<file path="src/pira_pkg.sv">
// shared types and codes for the positional insert/remove list
`default_nettype none

package pira_pkg;

   typedef enum logic [3:0] {
      ACT_APPEND    = 4'd0,
      ACT_INS_AT    = 4'd1,
      ACT_INS_FRONT = 4'd2,
      ACT_REM_BACK  = 4'd3,
      ACT_REM_AT    = 4'd4,
      ACT_REM_FRONT = 4'd5,
      ACT_READ      = 4'd6,
      ACT_WRITE     = 4'd7,
      ACT_FIND      = 4'd8
   } action_type;

   typedef enum logic [2:0] {
      ST_OK       = 3'd0,
      ST_BOUNDS   = 3'd1,
      ST_FULL     = 3'd2,
      ST_EMPTY    = 3'd3,
      ST_NOTFOUND = 3'd4
   } status_type;

   typedef enum logic [3:0] {
      S_IDLE,
      S_CHECK,
      S_PUT,
      S_PUT_ADD,
      S_INS_TEST,
      S_INS_MOVE,
      S_RD_TAKE,
      S_RD_WAIT,
      S_RM_TAKE,
      S_RM_WAIT,
      S_RM_TEST,
      S_RM_MOVE,
      S_FIND_TEST,
      S_FIND_CMP,
      S_EMIT
   } state_type;

   typedef enum logic [1:0] {
      RD_IDX,
      RD_PREV,
      RD_NEXT
   } rd_sel_type;

   typedef enum logic [2:0] {
      IDX_HOLD,
      IDX_COUNT,
      IDX_COUNT_M1,
      IDX_POS,
      IDX_ZERO,
      IDX_INC,
      IDX_DEC
   } idx_op_type;

   typedef enum logic [1:0] {
      CNT_HOLD,
      CNT_INC,
      CNT_DEC
   } cnt_op_type;

   typedef struct packed {
      logic       load;
      logic       chk;
      logic       miss;
      logic       take_found;
      logic       take_data;
      logic       emit;
      logic       rd_en;
      rd_sel_type rd_sel;
      logic       wr_en;
      logic       wr_word;
      idx_op_type idx_op;
      cnt_op_type cnt_op;
   } cmd_type;

   typedef struct packed {
      action_type act;
      logic       chk_fail;
      logic       idx_gt_pos;
      logic       idx_next_lt_n;
      logic       idx_lt_n;
      logic       match;
   } sts_type;

endpackage

`default_nettype wire

</file>
<file path="src/pira_dp.sv">
// datapath: element memory, count, index, check logic and result registers
`default_nettype none

module pira_dp #(
   parameter int DEPTH     = 64,
   parameter int WORD_BITS = 32
) (
   input  wire logic                clock,
   input  wire logic                reset,
   input  wire pira_pkg::cmd_type   cmd,
   output pira_pkg::sts_type        sts,
   input  wire logic [3:0]          req_action,
   input  wire logic [5:0]          req_position_in,
   input  wire logic signed [31:0]  req_data_in,
   output logic                     rsp_strobe,
   output logic signed [31:0]       rsp_data_out,
   output logic [5:0]               rsp_found_position,
   output logic [2:0]               rsp_status,
   output logic [6:0]               rsp_count_out
);

   localparam int AW   = $clog2(DEPTH);
   localparam int CW   = $clog2(DEPTH + 1);
   localparam int CMPW = (CW > 6) ? CW : 6;

   logic signed [WORD_BITS-1:0] mem [DEPTH];

   pira_pkg::action_type        act_ff, act_in;
   logic [CMPW-1:0]             pos_ff, pos_in;
   logic [WORD_BITS-1:0]        word_ff, word_in;
   logic [CW-1:0]               count_ff, count_in;
   logic [CW-1:0]               idx_ff, idx_in;
   logic signed [WORD_BITS-1:0] rdata_ff;
   logic signed [31:0]          data_ff, data_in;
   logic [5:0]                  found_ff, found_in;
   pira_pkg::status_type        status_ff, status_in;
   logic                        strobe_ff, strobe_in;

   pira_pkg::action_type        req_act;
   pira_pkg::status_type        chk_status;
   logic                        full;
   logic                        empty;
   logic                        pos_ge;
   logic [CW-1:0]               rd_addr;
   logic [CW-1:0]               idx_p1;
   logic [CW-1:0]               idx_m1;

   assign req_act = pira_pkg::action_type'(req_action);
   assign full    = (count_ff == CW'(DEPTH));
   assign empty   = (count_ff == '0);
   assign pos_ge  = (pos_ff >= CMPW'(count_ff));
   assign idx_p1  = idx_ff + CW'(1);
   assign idx_m1  = idx_ff - CW'(1);

   always_comb begin
      case (act_ff)
         pira_pkg::ACT_APPEND:    chk_status = full ? pira_pkg::ST_FULL : pira_pkg::ST_OK;
         pira_pkg::ACT_INS_AT:    chk_status = pos_ge ? pira_pkg::ST_BOUNDS :
                                               full ? pira_pkg::ST_FULL : pira_pkg::ST_OK;
         pira_pkg::ACT_INS_FRONT: chk_status = full ? pira_pkg::ST_FULL : pira_pkg::ST_OK;
         pira_pkg::ACT_REM_BACK:  chk_status = empty ? pira_pkg::ST_EMPTY : pira_pkg::ST_OK;
         pira_pkg::ACT_REM_AT:    chk_status = pos_ge ? pira_pkg::ST_BOUNDS : pira_pkg::ST_OK;
         pira_pkg::ACT_REM_FRONT: chk_status = empty ? pira_pkg::ST_EMPTY : pira_pkg::ST_OK;
         pira_pkg::ACT_READ:      chk_status = pos_ge ? pira_pkg::ST_BOUNDS : pira_pkg::ST_OK;
         pira_pkg::ACT_WRITE:     chk_status = pos_ge ? pira_pkg::ST_BOUNDS : pira_pkg::ST_OK;
         default:                 chk_status = pira_pkg::ST_OK;
      endcase
   end

   always_comb begin
      sts.act           = act_ff;
      sts.chk_fail      = (chk_status != pira_pkg::ST_OK);
      sts.idx_gt_pos    = (CMPW'(idx_ff) > pos_ff);
      sts.idx_next_lt_n = (idx_p1 < count_ff);
      sts.idx_lt_n      = (idx_ff < count_ff);
      sts.match         = (rdata_ff == word_ff);
   end

   // next values
   always_comb begin
      act_in    = act_ff;
      pos_in    = pos_ff;
      word_in   = word_ff;
      count_in  = count_ff;
      idx_in    = idx_ff;
      data_in   = data_ff;
      found_in  = found_ff;
      status_in = status_ff;
      strobe_in = cmd.emit;

      if (cmd.load) begin
         act_in  = req_act;
         word_in = WORD_BITS'(req_data_in);
         if (req_act == pira_pkg::ACT_INS_FRONT || req_act == pira_pkg::ACT_REM_FRONT) begin
            pos_in = '0;
         end else begin
            pos_in = CMPW'(req_position_in);
         end
      end

      if (cmd.chk) begin
         status_in = chk_status;
         data_in   = '0;
         found_in  = '0;
      end
      if (cmd.miss) begin
         status_in = pira_pkg::ST_NOTFOUND;
      end
      if (cmd.take_found) begin
         status_in = pira_pkg::ST_OK;
         found_in  = 6'(idx_ff);
      end
      if (cmd.take_data) begin
         data_in = 32'(rdata_ff);
      end

      case (cmd.idx_op)
         pira_pkg::IDX_COUNT:    idx_in = count_ff;
         pira_pkg::IDX_COUNT_M1: idx_in = count_ff - CW'(1);
         pira_pkg::IDX_POS:      idx_in = pos_ff[CW-1:0];
         pira_pkg::IDX_ZERO:     idx_in = '0;
         pira_pkg::IDX_INC:      idx_in = idx_p1;
         pira_pkg::IDX_DEC:      idx_in = idx_m1;
         default:                idx_in = idx_ff;
      endcase

      case (cmd.cnt_op)
         pira_pkg::CNT_INC: count_in = count_ff + CW'(1);
         pira_pkg::CNT_DEC: count_in = count_ff - CW'(1);
         default:           count_in = count_ff;
      endcase
   end

   always_comb begin
      case (cmd.rd_sel)
         pira_pkg::RD_PREV: rd_addr = idx_m1;
         pira_pkg::RD_NEXT: rd_addr = idx_p1;
         default:           rd_addr = idx_ff;
      endcase
   end

   // element memory, one write and one registered read
   always_ff @(posedge clock) begin
      if (cmd.wr_en) begin
         mem[idx_ff[AW-1:0]] <= cmd.wr_word ? word_ff : rdata_ff;
      end
      if (cmd.rd_en) begin
         rdata_ff <= mem[rd_addr[AW-1:0]];
      end
   end

   always_ff @(posedge clock) begin
      act_ff    <= act_in;
      pos_ff    <= pos_in;
      word_ff   <= word_in;
      idx_ff    <= idx_in;
      data_ff   <= data_in;
      found_ff  <= found_in;
      status_ff <= status_in;
   end

   always_ff @(posedge clock) begin
      if (reset) begin
         count_ff  <= '0;
         strobe_ff <= 1'b0;
      end else begin
         count_ff  <= count_in;
         strobe_ff <= strobe_in;
      end
   end

   assign rsp_strobe         = strobe_ff;
   assign rsp_data_out       = data_ff;
   assign rsp_found_position = found_ff;
   assign rsp_status         = status_ff;
   assign rsp_count_out      = 7'(count_ff);

endmodule

`default_nettype wire

</file>
<file path="src/pira_ctrl.sv">
// controller state machine sequencing each item over the datapath
`default_nettype none

module pira_ctrl (
   input  wire logic              clock,
   input  wire logic              reset,
   input  wire logic              start,
   input  wire pira_pkg::sts_type sts,
   output pira_pkg::cmd_type      cmd,
   output logic                   busy
);

   pira_pkg::state_type state_ff, state_in;

   always_ff @(posedge clock) begin
      if (reset) begin
         state_ff <= pira_pkg::S_IDLE;
      end else begin
         state_ff <= state_in;
      end
   end

   // next state
   always_comb begin
      state_in = state_ff;
      case (state_ff)
         pira_pkg::S_IDLE: begin
            if (start) state_in = pira_pkg::S_CHECK;
         end
         pira_pkg::S_CHECK: begin
            if (sts.chk_fail) begin
               state_in = pira_pkg::S_EMIT;
            end else begin
               case (sts.act)
                  pira_pkg::ACT_APPEND:    state_in = pira_pkg::S_PUT_ADD;
                  pira_pkg::ACT_INS_AT:    state_in = pira_pkg::S_INS_TEST;
                  pira_pkg::ACT_INS_FRONT: state_in = pira_pkg::S_INS_TEST;
                  pira_pkg::ACT_REM_BACK:  state_in = pira_pkg::S_RD_TAKE;
                  pira_pkg::ACT_READ:      state_in = pira_pkg::S_RD_TAKE;
                  pira_pkg::ACT_REM_AT:    state_in = pira_pkg::S_RM_TAKE;
                  pira_pkg::ACT_REM_FRONT: state_in = pira_pkg::S_RM_TAKE;
                  pira_pkg::ACT_WRITE:     state_in = pira_pkg::S_PUT;
                  pira_pkg::ACT_FIND:      state_in = pira_pkg::S_FIND_TEST;
                  default:                 state_in = pira_pkg::S_EMIT;
               endcase
            end
         end
         pira_pkg::S_PUT:     state_in = pira_pkg::S_EMIT;
         pira_pkg::S_PUT_ADD: state_in = pira_pkg::S_EMIT;
         pira_pkg::S_INS_TEST: begin
            state_in = sts.idx_gt_pos ? pira_pkg::S_INS_MOVE : pira_pkg::S_PUT_ADD;
         end
         pira_pkg::S_INS_MOVE: state_in = pira_pkg::S_INS_TEST;
         pira_pkg::S_RD_TAKE:  state_in = pira_pkg::S_RD_WAIT;
         pira_pkg::S_RD_WAIT:  state_in = pira_pkg::S_EMIT;
         pira_pkg::S_RM_TAKE:  state_in = pira_pkg::S_RM_WAIT;
         pira_pkg::S_RM_WAIT:  state_in = pira_pkg::S_RM_TEST;
         pira_pkg::S_RM_TEST: begin
            state_in = sts.idx_next_lt_n ? pira_pkg::S_RM_MOVE : pira_pkg::S_EMIT;
         end
         pira_pkg::S_RM_MOVE: state_in = pira_pkg::S_RM_TEST;
         pira_pkg::S_FIND_TEST: begin
            state_in = sts.idx_lt_n ? pira_pkg::S_FIND_CMP : pira_pkg::S_EMIT;
         end
         pira_pkg::S_FIND_CMP: begin
            state_in = sts.match ? pira_pkg::S_EMIT : pira_pkg::S_FIND_TEST;
         end
         pira_pkg::S_EMIT: state_in = pira_pkg::S_IDLE;
         default:          state_in = pira_pkg::S_IDLE;
      endcase
   end

   // commands
   always_comb begin
      cmd = '0;
      case (state_ff)
         pira_pkg::S_IDLE: begin
            cmd.load = start;
         end
         pira_pkg::S_CHECK: begin
            cmd.chk = 1'b1;
            case (sts.act)
               pira_pkg::ACT_APPEND:    cmd.idx_op = pira_pkg::IDX_COUNT;
               pira_pkg::ACT_INS_AT:    cmd.idx_op = pira_pkg::IDX_COUNT;
               pira_pkg::ACT_INS_FRONT: cmd.idx_op = pira_pkg::IDX_COUNT;
               pira_pkg::ACT_REM_BACK:  cmd.idx_op = pira_pkg::IDX_COUNT_M1;
               pira_pkg::ACT_FIND:      cmd.idx_op = pira_pkg::IDX_ZERO;
               default:                 cmd.idx_op = pira_pkg::IDX_POS;
            endcase
         end
         pira_pkg::S_PUT: begin
            cmd.wr_en   = 1'b1;
            cmd.wr_word = 1'b1;
         end
         pira_pkg::S_PUT_ADD: begin
            cmd.wr_en   = 1'b1;
            cmd.wr_word = 1'b1;
            cmd.cnt_op  = pira_pkg::CNT_INC;
         end
         pira_pkg::S_INS_TEST: begin
            if (sts.idx_gt_pos) begin
               cmd.rd_en  = 1'b1;
               cmd.rd_sel = pira_pkg::RD_PREV;
            end
         end
         pira_pkg::S_INS_MOVE: begin
            cmd.wr_en  = 1'b1;
            cmd.idx_op = pira_pkg::IDX_DEC;
         end
         pira_pkg::S_RD_TAKE: begin
            cmd.rd_en = 1'b1;
         end
         pira_pkg::S_RD_WAIT: begin
            cmd.take_data = 1'b1;
            if (sts.act == pira_pkg::ACT_REM_BACK) cmd.cnt_op = pira_pkg::CNT_DEC;
         end
         pira_pkg::S_RM_TAKE: begin
            cmd.rd_en = 1'b1;
         end
         pira_pkg::S_RM_WAIT: begin
            cmd.take_data = 1'b1;
         end
         pira_pkg::S_RM_TEST: begin
            if (sts.idx_next_lt_n) begin
               cmd.rd_en  = 1'b1;
               cmd.rd_sel = pira_pkg::RD_NEXT;
            end else begin
               cmd.cnt_op = pira_pkg::CNT_DEC;
            end
         end
         pira_pkg::S_RM_MOVE: begin
            cmd.wr_en  = 1'b1;
            cmd.idx_op = pira_pkg::IDX_INC;
         end
         pira_pkg::S_FIND_TEST: begin
            if (sts.idx_lt_n) begin
               cmd.rd_en = 1'b1;
            end else begin
               cmd.miss = 1'b1;
            end
         end
         pira_pkg::S_FIND_CMP: begin
            if (sts.match) begin
               cmd.take_found = 1'b1;
            end else begin
               cmd.idx_op = pira_pkg::IDX_INC;
            end
         end
         pira_pkg::S_EMIT: begin
            cmd.emit = 1'b1;
         end
         default: begin
            cmd = '0;
         end
      endcase
   end

   assign busy = (state_ff != pira_pkg::S_IDLE);

endmodule

`default_nettype wire

</file>
<file path="src/positional_insert_remove_array.sv">
// top level: ordered list with positional insert, remove, read, write and find
// busy stays high from acceptance of an item until its result; errors and unused actions
// leave the list as it is, insert and remove at or at the front shift the entries between
// position and count one at a time, and find compares entries from the front until a match or the end
// the strobe follows the last busy cycle, a new item may start then
// synchronous reset empties the list; entries are not cleared
`default_nettype none

module positional_insert_remove_array #(
   parameter int DEPTH     = 64,
   parameter int WORD_BITS = 32
) (
   input  wire logic               clock,
   input  wire logic               reset,
   input  wire logic               start,
   output logic                    busy,
   input  wire logic [3:0]         req_action,
   input  wire logic [5:0]         req_position_in,
   input  wire logic signed [31:0] req_data_in,
   output logic                    rsp_strobe,
   output logic signed [31:0]      rsp_data_out,
   output logic [5:0]              rsp_found_position,
   output logic [2:0]              rsp_status,
   output logic [6:0]              rsp_count_out
);

   pira_pkg::cmd_type cmd;
   pira_pkg::sts_type sts;

   pira_ctrl u_ctrl (
      .clock (clock),
      .reset (reset),
      .start (start),
      .sts   (sts),
      .cmd   (cmd),
      .busy  (busy)
   );

   pira_dp #(
      .DEPTH     (DEPTH),
      .WORD_BITS (WORD_BITS)
   ) u_dp (
      .clock              (clock),
      .reset              (reset),
      .cmd                (cmd),
      .sts                (sts),
      .req_action         (req_action),
      .req_position_in    (req_position_in),
      .req_data_in        (req_data_in),
      .rsp_strobe         (rsp_strobe),
      .rsp_data_out       (rsp_data_out),
      .rsp_found_position (rsp_found_position),
      .rsp_status         (rsp_status),
      .rsp_count_out      (rsp_count_out)
   );

   a_strobe_idle: assert property (@(posedge clock) disable iff (reset)
      rsp_strobe |-> !busy)
      else $error("result strobe while busy");

   a_accept_busy: assert property (@(posedge clock) disable iff (reset)
      (start && !busy) |=> busy)
      else $error("accepted item did not raise busy");

   a_fail_no_data: assert property (@(posedge clock) disable iff (reset)
      (rsp_strobe && rsp_status != pira_pkg::ST_OK) |-> (rsp_data_out == '0))
      else $error("failed action returned data");

   a_count_step: assert property (@(posedge clock) disable iff (reset)
      rsp_strobe |-> (rsp_count_out == $past(rsp_count_out)
                      || rsp_count_out == $past(rsp_count_out) + 7'd1
                      || rsp_count_out == $past(rsp_count_out) - 7'd1))
      else $error("count moved by more than one");

endmodule

`default_nettype wire
</file>
<file path="config.mk">
export PLATFORM = sky130hd
export DESIGN_NAME = positional_insert_remove_array
export DESIGN_NICKNAME = d
export VERILOG_FILES = /design/src/pira_pkg.sv /design/src/pira_dp.sv /design/src/pira_ctrl.sv /design/src/positional_insert_remove_array.sv
export SDC_FILE = /design/constraint.sdc
export NUM_CORES = 2
export LEC_CHECK = 0
export ABC_AREA = 1
export BUFFER_PORTS_ARGS = -buffer_cell sky130_fd_sc_hd__clkbuf_2
export CAP_MARGIN = 20
export CORE_MARGIN = 2
export CORE_UTILIZATION = 52
export DETAILED_ROUTE_END_ITERATION = 6
export GPL_TIMING_DRIVEN = 1
export PLACE_DENSITY_LB_ADDON = 0.1
export SYNTH_ARGS = -nofsm -noshare
export SYNTH_HDL_FRONTEND = slang
export SYNTH_SLANG_ARGS = --single-unit
</file>
<file path="constraint.sdc">
create_clock -name clock -period 4.7 [get_ports clock]
set_clock_uncertainty 0.15 [all_clocks]
set_input_delay 0.94 -clock clock [delete_from_list [all_inputs] [get_ports clock]]
set_output_delay 0.94 -clock clock [all_outputs]
set_load 0.02 [all_outputs]
</file>
==> results.ini <==
[clocking]
cts_max_path_buffers = 3
path_clk_slew_ns = 0.06
hold_buffers = 0
clock-sinks = 2186
ctsRootBufferMaster = clkbuf_16
clock_latency_ns = 0.88
cts_tree = yes
cts_buffers = 220
htreeDepth = 4

[worst_setup_path]
worstReg2RegStart = u_dp.idx_ff[1]$_DFFE_PP_
ff2ff_setup_slack_ns = 0.07
arrival_ns = 5.21
cp-start-kind = flip-flop
cp_max_fo = 16
path_class = flip-flop to flip-flop
required_ns = 5.28
rr_endpoint = u_dp.rdata_ff[10]$_DFFE_PP_
reg2reg_depth = 25
cp-end-kind = flip-flop

[cells_and_area]
seqCellArea_mm2 = 0.0655
drive_gt1_share_pct = 14.0
fin_cells = 11100
nets = 8628
layout_commonest_cell = nand2_1
mostFrequentLayoutCells = nand2_1, edfxtp_1, nand3_1, inv_1, o211ai_1
area_growth_syn_to_layout_pct = 17.9
design_area_mm2 = 0.108
fillers = 13700
multi_input_area_mm2 = 0.0232

[drt]
wirelength_mm = 289
first_pass_iters = 6
route.detailed.drc = 0
post_drt_wl_per_cell_um = 26.1
drtIter0Drc = 8587
vias = 64100
drt-vias-per-instance = 5.80
ant_nets = 0

[yosys]
ys_types = 42
syn_area_mm2 = 0.0917
synthFlopType = edfxtp_1
ys_seq_elements = 2186
async_flop_share_pct = 0
syn-mean-instance-area_um2 = 11.3
synth_cells = 8086
yosysWarnings = 0
synth-edff-count = 2167
synth_seq_area_share_pct = 71.3
syn_nets = 8164

[floorplan]
io_pins = 95
initial_core_util_pct = 52.2
core_mm2 = 0.176
die_area_mm2 = 0.180
num_rows = 154
die_h_um = 424
dieWidth_um = 424

[timing]
clock.fmax_mhz = 216
slew_headroom_pct = 32.3
fin_crit_sh_pct = 98.5
hold_viol_final = 0
setup_viol = 0
period_needed_ns = 4.63
drv_slew = 0
setup_tns_ns = 0
tightest_slew_ns = 1.01
grt_setup_unrepaired = true

[grt]
antenna_found_initial = 7
grt_overflow = 0
grt.total_usage_pct = 31.7
grt_max_degree = 65
grt_pass1_wl_mm = 412
grt_pass1_vias = 59200

[worst_hold_path]
min_to = u_dp.word_ff[8]$_DFFE_PP_
min_from = req_data_in[8]
min_path_type = input port to flip-flop
min_path_cells = 1

[power_and_ir_drop]
vdd_ir_drop_max_v = 0.000384
p_per_area_mw_per_mm2 = 771
power_leakage_nw = 41.9

[placement]
dp_hpwl_mm = 174
gp_congestion = 0.910
placed_area_mm2 = 0.0998
io_buffers = 94
dp.cells = 10600

[run_status]
outcome = finished, final reports clean

[job]
drv_cap = 0

cells by family after synthesis:
logic type,Yosys count,share of synthesized area [%]
buffers and inverters,1071,4.85
XOR/XNOR,25,0.247
AND/OR/NAND/NOR,4213,18.8
flip-flops,2186,71.3
AO/OA/AOI/OAI,558,4.34
adder cells (fa/ha/maj),33,0.450
final cells by class:
cell class	count	area share, %
sequential	2186	60.5
multi-input combinational	4829	21.5
timing repair buffer	704	6.92
clock buffer	289	5.43
tap	2340	2.71
inverter	609	2.17
clock inverter	106	0.791
antenna	1	0.00231
state kept, by name, summed over array words and instances (netlist names), named ones only:
name,cells
u_dp.mem,2048
u_dp.rdata_ff,32
u_dp.rsp_data_out,32
u_dp.word_ff,32
u_dp.idx_ff,7
u_dp.rsp_count_out,7
u_dp.pos_ff,6
u_dp.rsp_found_position,6
u_ctrl.state_ff,4
u_dp.act_ff,4
u_dp.rsp_status,3
u_dp.rsp_strobe,1
repair_timing:
item                                    in CTS  in global routing
gates resized for setup                    107                114
endpoints found under the setup margin      31                 32
pin swaps                                    3                 15
buffers inserted                             1                 16
cloned                                       5                  8
metal layers:
metal	vias up	part of all wire (%)	track usage [%]
li1	28700	-	-
met3	426	11	6.45
met1	31600	42	47.4
met2	3305	44	46.7
met4	6	3.0	9.89
met5	-	0.014	0
cell usage after synthesis, types with 4 or more instances:
cell / count / area [µm²]
ha_1: 33 / 413
xor2_1: 10 / 87.6
edfxtp_1: 2167 / 65100
dfxtp_1: 19 / 380
buf_2: 294 / 1470
nand4_1: 8 / 50.1
nand3_1: 992 / 4960
a31oi_1: 4 / 25.0
nor2_1: 130 / 488
inv_1: 602 / 2260
nand2_1: 3024 / 11400
o21ai_2: 4 / 35.0
o211ai_1: 451 / 3390
buf_4: 12 / 90.1
clkbuf_1: 132 / 495
nor3_1: 12 / 60.1
xnor2_1: 14 / 123
buf_1: 22 / 82.6
or2_2: 34 / 213
o21ai_0: 58 / 290
a21oi_1: 25 / 125
inv_2: 7 / 26.3
report_power, final:
part | switching (mW) | internal, mW | total [mW]
Combinational | 27.3 | 12.8 | 40.1
Clock | 7.33 | 9.33 | 16.7
Sequential | 0.719 | 25.9 | 26.6
Total | 35.4 | 48.0 | 83.4
how the worst max path moves through the flow:
| stage | endpoint | cells after the start | start |
|---|---|---|---|
| 2_1_floorplan | u_dp.mem[0][0]$_DFFE_PP_ | 6 | u_ctrl.state_ff[3]$_SDFFE_PP0P_ |
| 3_3_place_gp | u_dp.rdata_ff[2]$_DFFE_PP_ | 26 | u_dp.idx_ff[0]$_DFFE_PP_ |
| 3_5_place_dp | u_dp.rdata_ff[2]$_DFFE_PP_ | 26 | u_dp.idx_ff[2]$_DFFE_PP_ |
| 4_1_cts | u_dp.rdata_ff[13]$_DFFE_PP_ | 26 | u_dp.idx_ff[0]$_DFFE_PP_ |
| 5_1_grt | u_dp.rdata_ff[24]$_DFFE_PP_ | 27 | u_dp.idx_ff[0]$_DFFE_PP_ |
| 6_report | u_dp.rdata_ff[10]$_DFFE_PP_ | 25 | u_dp.idx_ff[1]$_DFFE_PP_ |
critical path, stage by stage, from the launching register on:
cell and delay, ns:
edfxtp_1 0.45, ha_2 0.23, nand2_2 0.09, buf_4 0.12, nor2_4 0.03, xor2_2 0.14, ha_1 0.31, a21oi_2 0.06
o211ai_1 0.29, nor2_2 0.09, buf_4 0.15, ha_2 0.20, o21ai_4 0.21, nand2_8 0.17, inv_16 0.22, buf_12 0.20
buf_4 0.25, buf_4 0.25, nand2_1 0.07, nand2_1 0.06, nand2_1 0.04, nand3_1 0.08, nand3_1 0.22, nand3_1 0.16
nand3_1 0.09, nand2_1 0.11
per-stage QoR:
stage                     setup WS (ns)  power (mW)  hold WS [ns]  utilization, %
after detailed placement         -0.448        63.8         0.367            56.8
after global routing             -0.117        86.7        0.0805            61.6
after CTS                       -0.0347        81.5        0.0489            61.0
final                            0.0714        83.4         0.106            61.6
after global placement           -0.499        63.3         0.369            56.6
after floorplan                   0.356        45.4         0.337               -
Note: power is estimated with default switching activity, not from simulation.
